### config.mk
export PLATFORM = sky130hd
export DESIGN_NAME = type_length_message_deframer
export DESIGN_NICKNAME = d
export VERILOG_FILES = /design/src/design/tlmd_pkg.sv /design/src/design/tlmd_front.sv /design/src/design/tlmd_queue.sv /design/src/design/tlmd_back.sv /design/src/design/type_length_message_deframer.sv
export SDC_FILE = /design/constraint.sdc
export NUM_CORES = 1
export LEC_CHECK = 0
export BUFFER_PORTS_ARGS = -buffer_cell sky130_fd_sc_hd__buf_2
export CORE_AREA = 8 8 210 212
export CTS_BUF_LIST = sky130_fd_sc_hd__clkbuf_8
export DETAILED_ROUTE_END_ITERATION = 6
export DIE_AREA = 0 0 218 220
export PLACE_DENSITY = 0.71
export SETUP_SLACK_MARGIN = 0.4
export SLEW_MARGIN = 10
export SYNTH_ARGS = -nofsm -noshare
export SYNTH_HDL_FRONTEND = slang
export SYNTH_SLANG_ARGS = --single-unit
### constraint.sdc
create_clock -name clk -period 6.9 [get_ports clk]
set_input_delay 0 -clock clk [delete_from_list [all_inputs] [get_ports clk]]
set_output_delay 0 -clock clk [all_outputs]
set_load 0.01 [all_outputs]
### src/design/tlmd_pkg.sv
// Package for the type-length message deframer.
// Holds the channel item types and result kind codes; no dependencies.
package tlmd_pkg;

  localparam int LEN_W = 31;

  typedef logic [1:0] kind_t;
  localparam kind_t KIND_PAYLOAD = 2'd0;
  localparam kind_t KIND_EMPTY   = 2'd1;
  localparam kind_t KIND_ERROR   = 2'd2;

  typedef struct packed {
    logic [7:0] byte_in;
    logic       end_of_chunk;
  } in_item_t;

  typedef struct packed {
    kind_t              kind;
    logic signed [31:0] msg_type;
    logic [LEN_W-1:0]   msg_length;
    logic [7:0]         payload_byte;
    logic               last_of_message;
  } out_item_t;

endpackage

### src/design/tlmd_front.sv
// Front end of the deframer: header collection, length check, payload
// count and chunk discard. Produces at most one result per byte. Uses tlmd_pkg.
module tlmd_front import tlmd_pkg::*; (
  input  logic             clk,
  input  logic             rst_n,
  input  logic             cfg_we,
  input  logic [LEN_W-1:0] cfg_data,
  input  logic             byte_valid,
  input  in_item_t         byte_item,
  output logic             res_valid,
  output out_item_t        res_item
);

  typedef enum logic [1:0] {
    PH_HEADER  = 2'd0,
    PH_PAYLOAD = 2'd1,
    PH_DISCARD = 2'd2
  } phase_t;

  phase_t           phase_r, phase_nxt;
  logic [2:0]       hdr_cnt_r, hdr_cnt_nxt;
  logic [63:0]      hdr_r, hdr_nxt;
  logic [LEN_W-1:0] left_r, left_nxt;
  logic [LEN_W-1:0] limit_r;

  logic [63:0]      hdr_shift;
  logic [63:0]      hdr_view;
  logic [31:0]      len_word;
  logic             len_bad;

  assign hdr_shift = {hdr_r[55:0], byte_item.byte_in};
  assign len_word  = hdr_shift[31:0];
  assign len_bad   = len_word[31] || (len_word > {1'b0, limit_r});

  always_comb begin
    phase_nxt   = phase_r;
    hdr_cnt_nxt = hdr_cnt_r;
    hdr_nxt     = hdr_r;
    left_nxt    = left_r;
    res_valid   = 1'b0;
    hdr_view    = hdr_r;
    res_item.kind            = KIND_PAYLOAD;
    res_item.payload_byte    = 8'd0;
    res_item.last_of_message = 1'b1;
    if (byte_valid) begin
      unique case (phase_r)
        PH_DISCARD: begin
          if (byte_item.end_of_chunk) begin
            phase_nxt = PH_HEADER;
          end
        end
        PH_PAYLOAD: begin
          res_valid                = 1'b1;
          res_item.payload_byte    = byte_item.byte_in;
          res_item.last_of_message = (left_r <= LEN_W'(1));
          if (left_r != '0) begin
            left_nxt = left_r - LEN_W'(1);
          end
          if (left_r <= LEN_W'(1)) begin
            phase_nxt = PH_HEADER;
          end
        end
        default: begin
          hdr_nxt     = hdr_shift;
          hdr_view    = hdr_shift;
          hdr_cnt_nxt = hdr_cnt_r + 3'd1;
          if (hdr_cnt_r == 3'd7) begin
            priority if (len_bad) begin
              res_valid     = 1'b1;
              res_item.kind = KIND_ERROR;
              phase_nxt     = byte_item.end_of_chunk ? PH_HEADER : PH_DISCARD;
            end else if (len_word == 32'd0) begin
              res_valid     = 1'b1;
              res_item.kind = KIND_EMPTY;
              phase_nxt     = PH_HEADER;
            end else begin
              left_nxt  = len_word[LEN_W-1:0];
              phase_nxt = PH_PAYLOAD;
            end
          end
        end
      endcase
    end
    res_item.msg_type   = hdr_view[63:32];
    res_item.msg_length = hdr_view[LEN_W-1:0];
  end

  always_ff @(posedge clk) begin
    if (!rst_n) begin
      phase_r   <= PH_HEADER;
      hdr_cnt_r <= 3'd0;
      hdr_r     <= 64'd0;
      left_r    <= '0;
      limit_r   <= LEN_W'(65536);
    end else begin
      phase_r   <= phase_nxt;
      hdr_cnt_r <= hdr_cnt_nxt;
      hdr_r     <= hdr_nxt;
      left_r    <= left_nxt;
      if (cfg_we) begin
        limit_r <= cfg_data;
      end
    end
  end

endmodule

### src/design/tlmd_queue.sv
// Short result queue between the front end and the output stage.
// Register-array FIFO with one write and one read port. Uses tlmd_pkg.
module tlmd_queue import tlmd_pkg::*; #(
  parameter int DEPTH = 4
) (
  input  logic      clk,
  input  logic      rst_n,
  input  logic      wr_en,
  input  out_item_t wr_item,
  input  logic      rd_en,
  output out_item_t rd_item,
  output logic      q_full,
  output logic      q_empty
);

  localparam int PTR_W = (DEPTH > 1) ? $clog2(DEPTH) : 1;
  localparam int CNT_W = $clog2(DEPTH + 1);

  out_item_t        mem [DEPTH];
  logic [PTR_W-1:0] wr_ptr_r, rd_ptr_r;
  logic [CNT_W-1:0] cnt_r;
  logic             do_wr, do_rd;

  assign q_full  = (cnt_r == CNT_W'(DEPTH));
  assign q_empty = (cnt_r == '0);
  assign do_wr   = wr_en && !q_full;
  assign do_rd   = rd_en && !q_empty;
  assign rd_item = mem[rd_ptr_r];

  always_ff @(posedge clk) begin
    if (do_wr) begin
      mem[wr_ptr_r] <= wr_item;
    end
  end

  always_ff @(posedge clk) begin
    if (!rst_n) begin
      wr_ptr_r <= '0;
      rd_ptr_r <= '0;
      cnt_r    <= '0;
    end else begin
      if (do_wr) begin
        wr_ptr_r <= (wr_ptr_r == PTR_W'(DEPTH - 1)) ? '0 : wr_ptr_r + PTR_W'(1);
      end
      if (do_rd) begin
        rd_ptr_r <= (rd_ptr_r == PTR_W'(DEPTH - 1)) ? '0 : rd_ptr_r + PTR_W'(1);
      end
      if (do_wr && !do_rd) begin
        cnt_r <= cnt_r + CNT_W'(1);
      end else if (do_rd && !do_wr) begin
        cnt_r <= cnt_r - CNT_W'(1);
      end
    end
  end

endmodule

### src/design/tlmd_back.sv
// Output stage of the deframer: pulls results from the queue into a
// holding register shown on the result channel. Uses tlmd_pkg.
module tlmd_back import tlmd_pkg::*; (
  input  logic      clk,
  input  logic      rst_n,
  input  logic      q_empty,
  input  out_item_t q_item,
  output logic      q_rd,
  output logic      empty,
  input  logic      pop,
  output out_item_t out_item
);

  logic      valid_r;
  out_item_t data_r;

  // Refill when the register is free or drained this cycle.
  assign q_rd     = !q_empty && (!valid_r || pop);
  assign empty    = !valid_r;
  assign out_item = data_r;

  always_ff @(posedge clk) begin
    if (q_rd) begin
      data_r <= q_item;
    end
  end

  always_ff @(posedge clk) begin
    if (!rst_n) begin
      valid_r <= 1'b0;
    end else if (q_rd) begin
      valid_r <= 1'b1;
    end else if (pop) begin
      valid_r <= 1'b0;
    end
  end

endmodule

### src/design/type_length_message_deframer.sv
// Top level of the type-length message deframer.
// Instantiates tlmd_front, tlmd_queue and tlmd_back; uses tlmd_pkg.
//
// Usage:
//   Input channel: drive in_item (one stream byte plus end_of_chunk) and
//   raise push; a transfer happens at a clock edge with push high and full
//   low. One byte can be taken every cycle.
//   Result channel: while empty is low, out_item holds the oldest result;
//   raise pop to transfer it. Each 8-byte header (type word, then length
//   word, big-endian) is followed by that many payload bytes, one result per
//   payload byte. A zero length gives one empty result; a length with the
//   top bit set or above the limit gives one error result and the rest of
//   the current chunk is dropped.
//   Configuration: cfg_we with cfg_data writes the length limit (reset
//   65536); write only while the block is idle.
// Path: a result passes from the front end into the queue, then from the
//   queue into the output register. Throughput is one byte per cycle
//   while full is low, set by the front end.
// Reset: synchronous, active low; returns to header collection, clears the
//   queue and the output register.
// Stall: when pop is held low the output register holds, the queue fills
//   and full rises after QUEUE_DEPTH more results; bytes that produce no
//   result still need full low to transfer.
module type_length_message_deframer import tlmd_pkg::*; #(
  parameter int QUEUE_DEPTH = 4
) (
  input  logic             clk,
  input  logic             rst_n,
  input  logic             push,
  output logic             full,
  input  in_item_t         in_item,
  output logic             empty,
  input  logic             pop,
  output out_item_t        out_item,
  input  logic             cfg_we,
  input  logic [LEN_W-1:0] cfg_data
);

  logic      byte_xfer;
  logic      res_valid;
  out_item_t res_item;
  logic      q_rd, q_empty;
  out_item_t q_item;

  // Hold off input while the queue has no room for a possible result.
  assign byte_xfer = push && !full;

  tlmd_front u_front (
    .clk        (clk),
    .rst_n      (rst_n),
    .cfg_we     (cfg_we),
    .cfg_data   (cfg_data),
    .byte_valid (byte_xfer),
    .byte_item  (in_item),
    .res_valid  (res_valid),
    .res_item   (res_item)
  );

  tlmd_queue #(
    .DEPTH (QUEUE_DEPTH)
  ) u_queue (
    .clk     (clk),
    .rst_n   (rst_n),
    .wr_en   (res_valid),
    .wr_item (res_item),
    .rd_en   (q_rd),
    .rd_item (q_item),
    .q_full  (full),
    .q_empty (q_empty)
  );

  tlmd_back u_back (
    .clk      (clk),
    .rst_n    (rst_n),
    .q_empty  (q_empty),
    .q_item   (q_item),
    .q_rd     (q_rd),
    .empty    (empty),
    .pop      (pop),
    .out_item (out_item)
  );

endmodule

# [Word-level counts from Yosys, hierarchy flattened]
# Memory sizes are Yosys's and may differ from the RTL's. A register that Yosys moved wholly into a read port is not among the register bits.
# Index checks and enable logic that the tools add are counted.
[classes] add_sub_neg=6 multipliers=0 n_div=0 n_lt_le_gt_ge=2 eq_ne=11 shift=0 mux=34 bitwise=2 reduce_logical=24
[ops] op="$mux 64" count=2
[ops] op="$mux 31" count=4
[ops] op="$pmux 31 s2" count=1
[ops] op="$gt 32x31->1" count=1
[ops] op="$logic_not 32->1" count=1
[ops] op="$le 31x1->1 const B" count=1
[ops] op="$reduce_bool 31->1" count=1
[ops] op="$sub 31x1->31 const B" count=1
[ops] op="$mux 2" count=11
[ops] op="$mux 9" count=2
[ops] op="$mux 1" count=10
[ops] op="$add 3x1->3 const B" count=2
[ops] op="$eq 2x2->1 const B" count=3
[ops] op="$eq 3x3->1 const B" count=2
[ops] op="$logic_and 1x1->1" count=6
[ops] op="$mux 3" count=2
[ops] op="$ne 2x2->1 const B" count=3
[ops] op="$reduce_and 6->1" count=1
[ops] op="$reduce_bool 2->1" count=3
[ops] op="$logic_not 1->1" count=5
[ops] op="$add 2x1->2 const B" count=2
[ops] op="$ne 2x1->1 const B" count=2
[ops] op="$pmux 2 s2" count=1
[ops] op="$reduce_and 4->1" count=1
[ops] op="9 further kinds" count=11
[word_totals] ff_bits=139 latchBits=0 ramBits=296 rom_bits=0 in_bits=45 out_inout_bits=76 word_cells=90 memories=1
[mem_list] memory="u_queue.mem" depth=4 width=74 rd=1 rd_clocked_by_memory_dff=1 wr=1 line="tlmd_queue.sv:19" source="out_item_t mem [DEPTH];"

# [Logic depth before layout (Yosys ltp)]
[depth] ltp_word=11 mapped_depth=14 depth_no_buf=14

# [Cells and area by module]
# From an unflattened synthesis, not the netlist that was laid out.
[hier_totals] cells_unflattened=1370 area_unflattened_um2=20066.7
[modules_own_cells] mod="tlmd_queue" n_inst=1 cells_each=437 area_each_um2=11155.7 seq_area_each_um2=9068.7
[modules_own_cells] mod="tlmd_front" n_inst=1 cells_each=853 area_each_um2=6627.6 seq_area_each_um2=2622.5
[modules_own_cells] mod="tlmd_back" n_inst=1 cells_each=79 area_each_um2=2269.7 seq_area_each_um2=2242.2
[modules_own_cells] mod="type_length_message_deframer" n_inst=1 cells_each=1 area_each_um2=13.8 seq_area_each_um2=0.0

# [Worst setup path after synthesis]
# Ideal clock, no wire load.
[synth_timing] path_kind="register to register" from="register u_queue.cnt_r[0]" to="register u_queue.cnt_r[2]" setup_ns=0.071 arrival_ns=5.725 t_required_ns=6.829 path_slack_ns=1.105 stages_incl_launch_ff=10 n_path_buf=0 period_less_slack_ns=5.795 path_cell_list="dfxtp_1 > nor3_1 > a21oi_1 > inv_1 > ha_1 > inv_1 > fa_1 > xor2_1 > or3_1 > a21oi_1"
[synth_between] elab_cells_between_ends=18 cone_classes="add/sub (2); eq/ne (1); mux (3); reduce/logical (12)"
[synth_lines] item="start: declaration" line="tlmd_queue.sv:21" source="logic [CNT_W-1:0] cnt_r;"
[synth_lines] item="start signal: assignment" line="tlmd_queue.sv:49" source="cnt_r <= cnt_r + CNT_W'(1);"
[synth_lines] item="start signal: assignment" line="tlmd_queue.sv:51" source="cnt_r <= cnt_r - CNT_W'(1);"
[synth_lines] item="$logic_not 3->1 (*)" line="tlmd_queue.sv:25" source="assign q_empty = (cnt_r == '0);"
[synth_lines] item="$logic_not 1->1 (*)" line="tlmd_back.sv:18" source="assign q_rd = !q_empty && (!valid_r || pop);"
[synth_lines] item="$logic_and 1x1->1 (*)" line="tlmd_back.sv:18"
[synth_lines] item="named net q_rd" line="type_length_message_deframer.sv:42" source="logic q_rd, q_empty;"
[synth_lines] item="$logic_and 1x1->1 (*)" line="tlmd_queue.sv:27" source="assign do_rd = rd_en && !q_empty;"
[synth_lines] item="$logic_not 1->1" line="tlmd_queue.sv:48" source="if (do_wr && !do_rd) begin"
[synth_lines] item="$logic_and 1x1->1" line="tlmd_queue.sv:48"
[synth_lines] item="$mux 3 or $reduce_bool 2->1 (tied branches)"
# The timed path passes the listed nets; every way through them passes the cells marked *. The select of a mux whose other input is x is not followed.
# A chain may end at the register's enable or synchronous reset.

# [Worst setup path in the final report]
[layout_timing] from="register u_front.hdr_r[21]" to="memory u_queue.mem[0][38] (netlist bit) (enable)"
[layout_between] elab_chain_cells=9 elab_cells_between_ends=11 cone_classes="order compare (1); mux (7); reduce/logical (3)"
[layout_rtl] item="start: declaration" line="tlmd_front.sv:22" source="logic [63:0] hdr_r, hdr_nxt;"
[layout_rtl] item="start signal: assignment" line="tlmd_front.sv:98" source="hdr_r <= hdr_nxt;"
[layout_rtl] item="$gt 32x31->1 or $logic_not 32->1 (tied branches)" line="tlmd_front.sv:33, tlmd_front.sv:72"
[layout_rtl] item="$logic_or 1x1->1 or $mux 1 (tied branches)" line="tlmd_front.sv:33, tlmd_front.sv:72"
[layout_rtl] item="$mux 1 (*)" line="tlmd_front.sv:68" source="priority if (len_bad) begin"
[layout_rtl] item="$mux 1 (*)" line="tlmd_front.sv:67" source="if (hdr_cnt_r == 3'd7) begin"
[layout_rtl] item="$pmux 1 s2 (*)" line="tlmd_front.sv:46" source="unique case (phase_r)"
[layout_rtl] item="$mux 1 (*)" line="tlmd_front.sv:45" source="if (byte_valid) begin"
[layout_rtl] item="$logic_and 1x1->1 (*)" line="tlmd_queue.sv:26" source="assign do_wr = wr_en && !q_full;"
[layout_rtl] item="named net u_queue.do_wr" line="tlmd_queue.sv:22" source="logic do_wr, do_rd;"
[layout_rtl] item="$mux 1 (*)" line="tlmd_queue.sv:31" source="if (do_wr) begin"
[layout_rtl] item="$mux 1 (not written as such) (*)" line="tlmd_queue.sv:32" source="mem[wr_ptr_r] <= wr_item;"
[layout_rtl] item="end: declaration" line="tlmd_queue.sv:19"
# The timed path passes the listed nets; every way through them passes the cells marked *.

==> summary.txt <==
Critical path
  – R2r startpoint: u_front.hdr_r[21]
  – Worst setup EP type: flop
  – Reg2reg path depth: 9
  – CP Launch Type: flop
  – Worst Path Arrival: 4.47 ns
  – Worst R2R End: u_queue.mem[0][38]
  – Crit. Startpoint: u_front.hdr_r[21]
  – Crit path required time: 7.19 ns
  – WS Path Type: flop to flop
  – Flop-to-flop setup slack: 2.72 ns
  – Worst Path Max Fanout: 58
  – CP Capture Point: u_queue.mem[0][38]

Timing
  – Fin crit share: 0.606
  – Period minus WS final: 4.18 ns
  – Post-route clock skew: 0.0293 ns
  – Least-Margin Pin Slew: 1.17 ns
  – Highest Clock Rate: 239 MHz
  – Pins Over Slew Limit: 0
  – Finish-stage setup viols: 0
  – RSZ-0062 raised after global routing: false
  – Endpoints failing hold: 0
  – Setup TNS: 0 ns
  – Worst slew margin: 0.220

Pwr
  – Pleak: 8.80 nW
  – Switching share of total power: 0.273
  – Int Power: 0.00568 W
  – Clock share of power: 0.325
  – Peak VDD IR: 213 uV
  – Power share of the sequential group: 0.496
  – Net Switching: 0.00214 W
  – Combinational share of power: 0.179
  – Pwr Total: 0.00782 W
  – PD cells: 336 nW/um2

Logic synthesis
  – Post-Syn Area: 20000 um2
  – Post-synth EDFFs: 370
  – Ys async rst share: 0
  – Syn Inst Count: 1371
  – Syn_area_per_cell: 14.6 um2
  – Syn_nets: 1460
  – Post-synth top area cell: edfxtp_1
  – YS warnings: 0
  – Post-synthesis register bit count: 509
  – Synth top area cells: edfxtp_1 55%, dfxtp_1 14%, mux4_2 8.3%
  – Synth unique cells: 67
  – Register area share after synthesis: 0.693
  – Synth top area share: 0.554
  – Ys flop type: edfxtp_1

Cells and area
  – Reg area: 13900 um2
  – # diodes: 0
  – Synth-to-Final Area Change: 16.0%
  – Multi-input logic area: 5730 um2
  – Commonest non-fill, non-tap cells in the layout: 370 x edfxtp_1, 234 x nand2_1, 137 x dfxtp_1
  – Most common cell after layout, fill and taps aside: edfxtp_1
  – Fillers: 3210
  – Final #Nets: 1653
  – Layout cell share with drive strength beyond 1: 0.213

Detailed routing
  – DRC viols: 0
  – Vias per cell: 5.49
  – WL/cell: 20.2 um
  – Final wirelength: 43800 um
  – DR iter-0 viols: 839
  – Via Count: 11900
  – DRT Pass-1 Iters: 5
  – Routed Antenna Nets: 0

Global routing
  – Gr ovfl total: 0
  – Initial antenna violation count: 0
  – Vias in the first global route: 12200
  – Largest net degree at the start of global routing: 86
  – GRT Util Overall: 0.182
  – First-pass GRT wire length: 67500 um

Run
  – Max cap viols: 0

Place
  – PortBufs: 120
  – Post-DP HPWL: 27800 um
  – Gp weighted congestion: 0.871

Hold path
  – Worst hold start: rst_n
  – Tightest Hold Check Type: input port to flop

Clocking
  – Clk slew on worst S/H paths: 0.06 ns
  – Clk_lat worst skew: 0.63 ns
  – Postcts setup bufs: 0
  – Num CTS Buffers: 82
  – TritonCTS sink count: 509
  – H-Tree Depth: 3
  – Root buffer cell: clkbuf_8
  – Clock Path Buffers: 3
  – CTS tree: yes

Floorplan
  – Core Box Area: 40600 um2
  – Die Footprint: 48000 um2
  – Die X: 218 um
  – Row cnt: 74
  – Die height: 220 um
  – Initial core utilization: 0.494
  – I/O pins: 121

Run status
  – Status: completed
-- how the worst min path moves through the flow --
stage,end,cells after the start
CTS,u_front.phase_r[0],5
detailed placement,u_front.limit_r[16],3
floorplan,u_front.limit_r[16],2
finish,u_front.limit_r[16],3
global route,u_front.limit_r[16],3
global placement,u_front.limit_r[16],3
-- cell families after synthesis --
family / synth area share
mux: 0.104
buf+inv: 0.0227
flops: 0.693
compound gates: 0.0416
xor+xnor: 0.00131
simple gates: 0.109
fa+ha+maj: 0.0278
-- critical path, stage by stage (launching register included) --
cell	delay [ns]
dfxtp_1	0.39
ha_1	0.35
nand4_1	0.17
nor4_1	0.71
nor2b_1	0.25
o31a_1	0.20
nor3_1	0.10
o32ai_2	0.39
and2_4	0.85
buf_4	0.40
-- area by class of cell --
| class | instances | area share |
|---|---|---|
| Sequential cell | 509 | 0.598 |
| Clock buffer | 96 | 0.0568 |
| Inverter | 50 | 0.00807 |
| Tap cell | 532 | 0.0286 |
| Clock inverter | 58 | 0.0145 |
| Timing Repair Buffer | 175 | 0.0480 |
| Multi-Input combinational cell | 746 | 0.247 |
-- metal layers --
layer / vias to the layer above / wire [um] / global-route usage
li1: 5525 / - / -
met1: 5856 / 18200 / 0.232
met2: 407 / 21300 / 0.302
met3: 99 / 2950 / 0.0373
met4: 0 / 1400 / 0.0730
met5: - / 0 / 0
-- power groups by stage --
| stage | logic (W) | clock network, W | registers (W) |
|---|---|---|---|
| after floorplan | 0.000845 | 0 | 0.00400 |
| after global placement | 0.00141 | 0 | 0.00394 |
| after detailed placement | 0.00143 | 0 | 0.00395 |
| after CTS | 0.00145 | 0.00260 | 0.00388 |
| after global routing | 0.00153 | 0.00274 | 0.00391 |
| final | 0.00140 | 0.00254 | 0.00387 |
-- registers in the layout, summed over array words and instances (netlist names), 2 cells and up --
name,count
u_queue.mem,296
u_front.hdr_cnt_r,3
u_front.limit_r,31
u_queue.cnt_r,3
u_queue.rd_ptr_r,2
u_front.left_r,31
u_queue.wr_ptr_r,2
u_front.hdr_r,64
u_front.phase_r,2
u_back.out_item,74
-- through the flow --
step	worst slack [ns]	area, um2	hold WS, ns	utilization	instances
finish	2.72	23300	0.0640	0.574	2166
global route	2.51	23300	0.0854	0.574	2166
CTS	2.73	23300	0.0584	0.574	2166
detailed placement	2.75	21200	0.224	0.523	1971
global placement	2.78	21200	0.230	0.523	1971
floorplan	1.10	20000	0.130	-	1371
-- synthesized netlist by cell type, types with 16 or more instances --
library cell,number
dfxtp_1,139
inv_1,49
a21oi_1,36
clkbuf_1,45
nor4_1,16
edfxtp_1,370
mux2i_1,41
nor3_1,20
o21ai_0,17
nor2_1,49
ha_1,43
mux4_2,74
o22ai_1,24
nand2_1,235
and2_1,68
-- what timing repair did --
action / in CTS / in global routing
hold buffers: 41 / 0
resized for setup: 0 / 0
hold endpoints to repair: 118 / 0
Note: power is estimated with default switching activity, not from simulation.
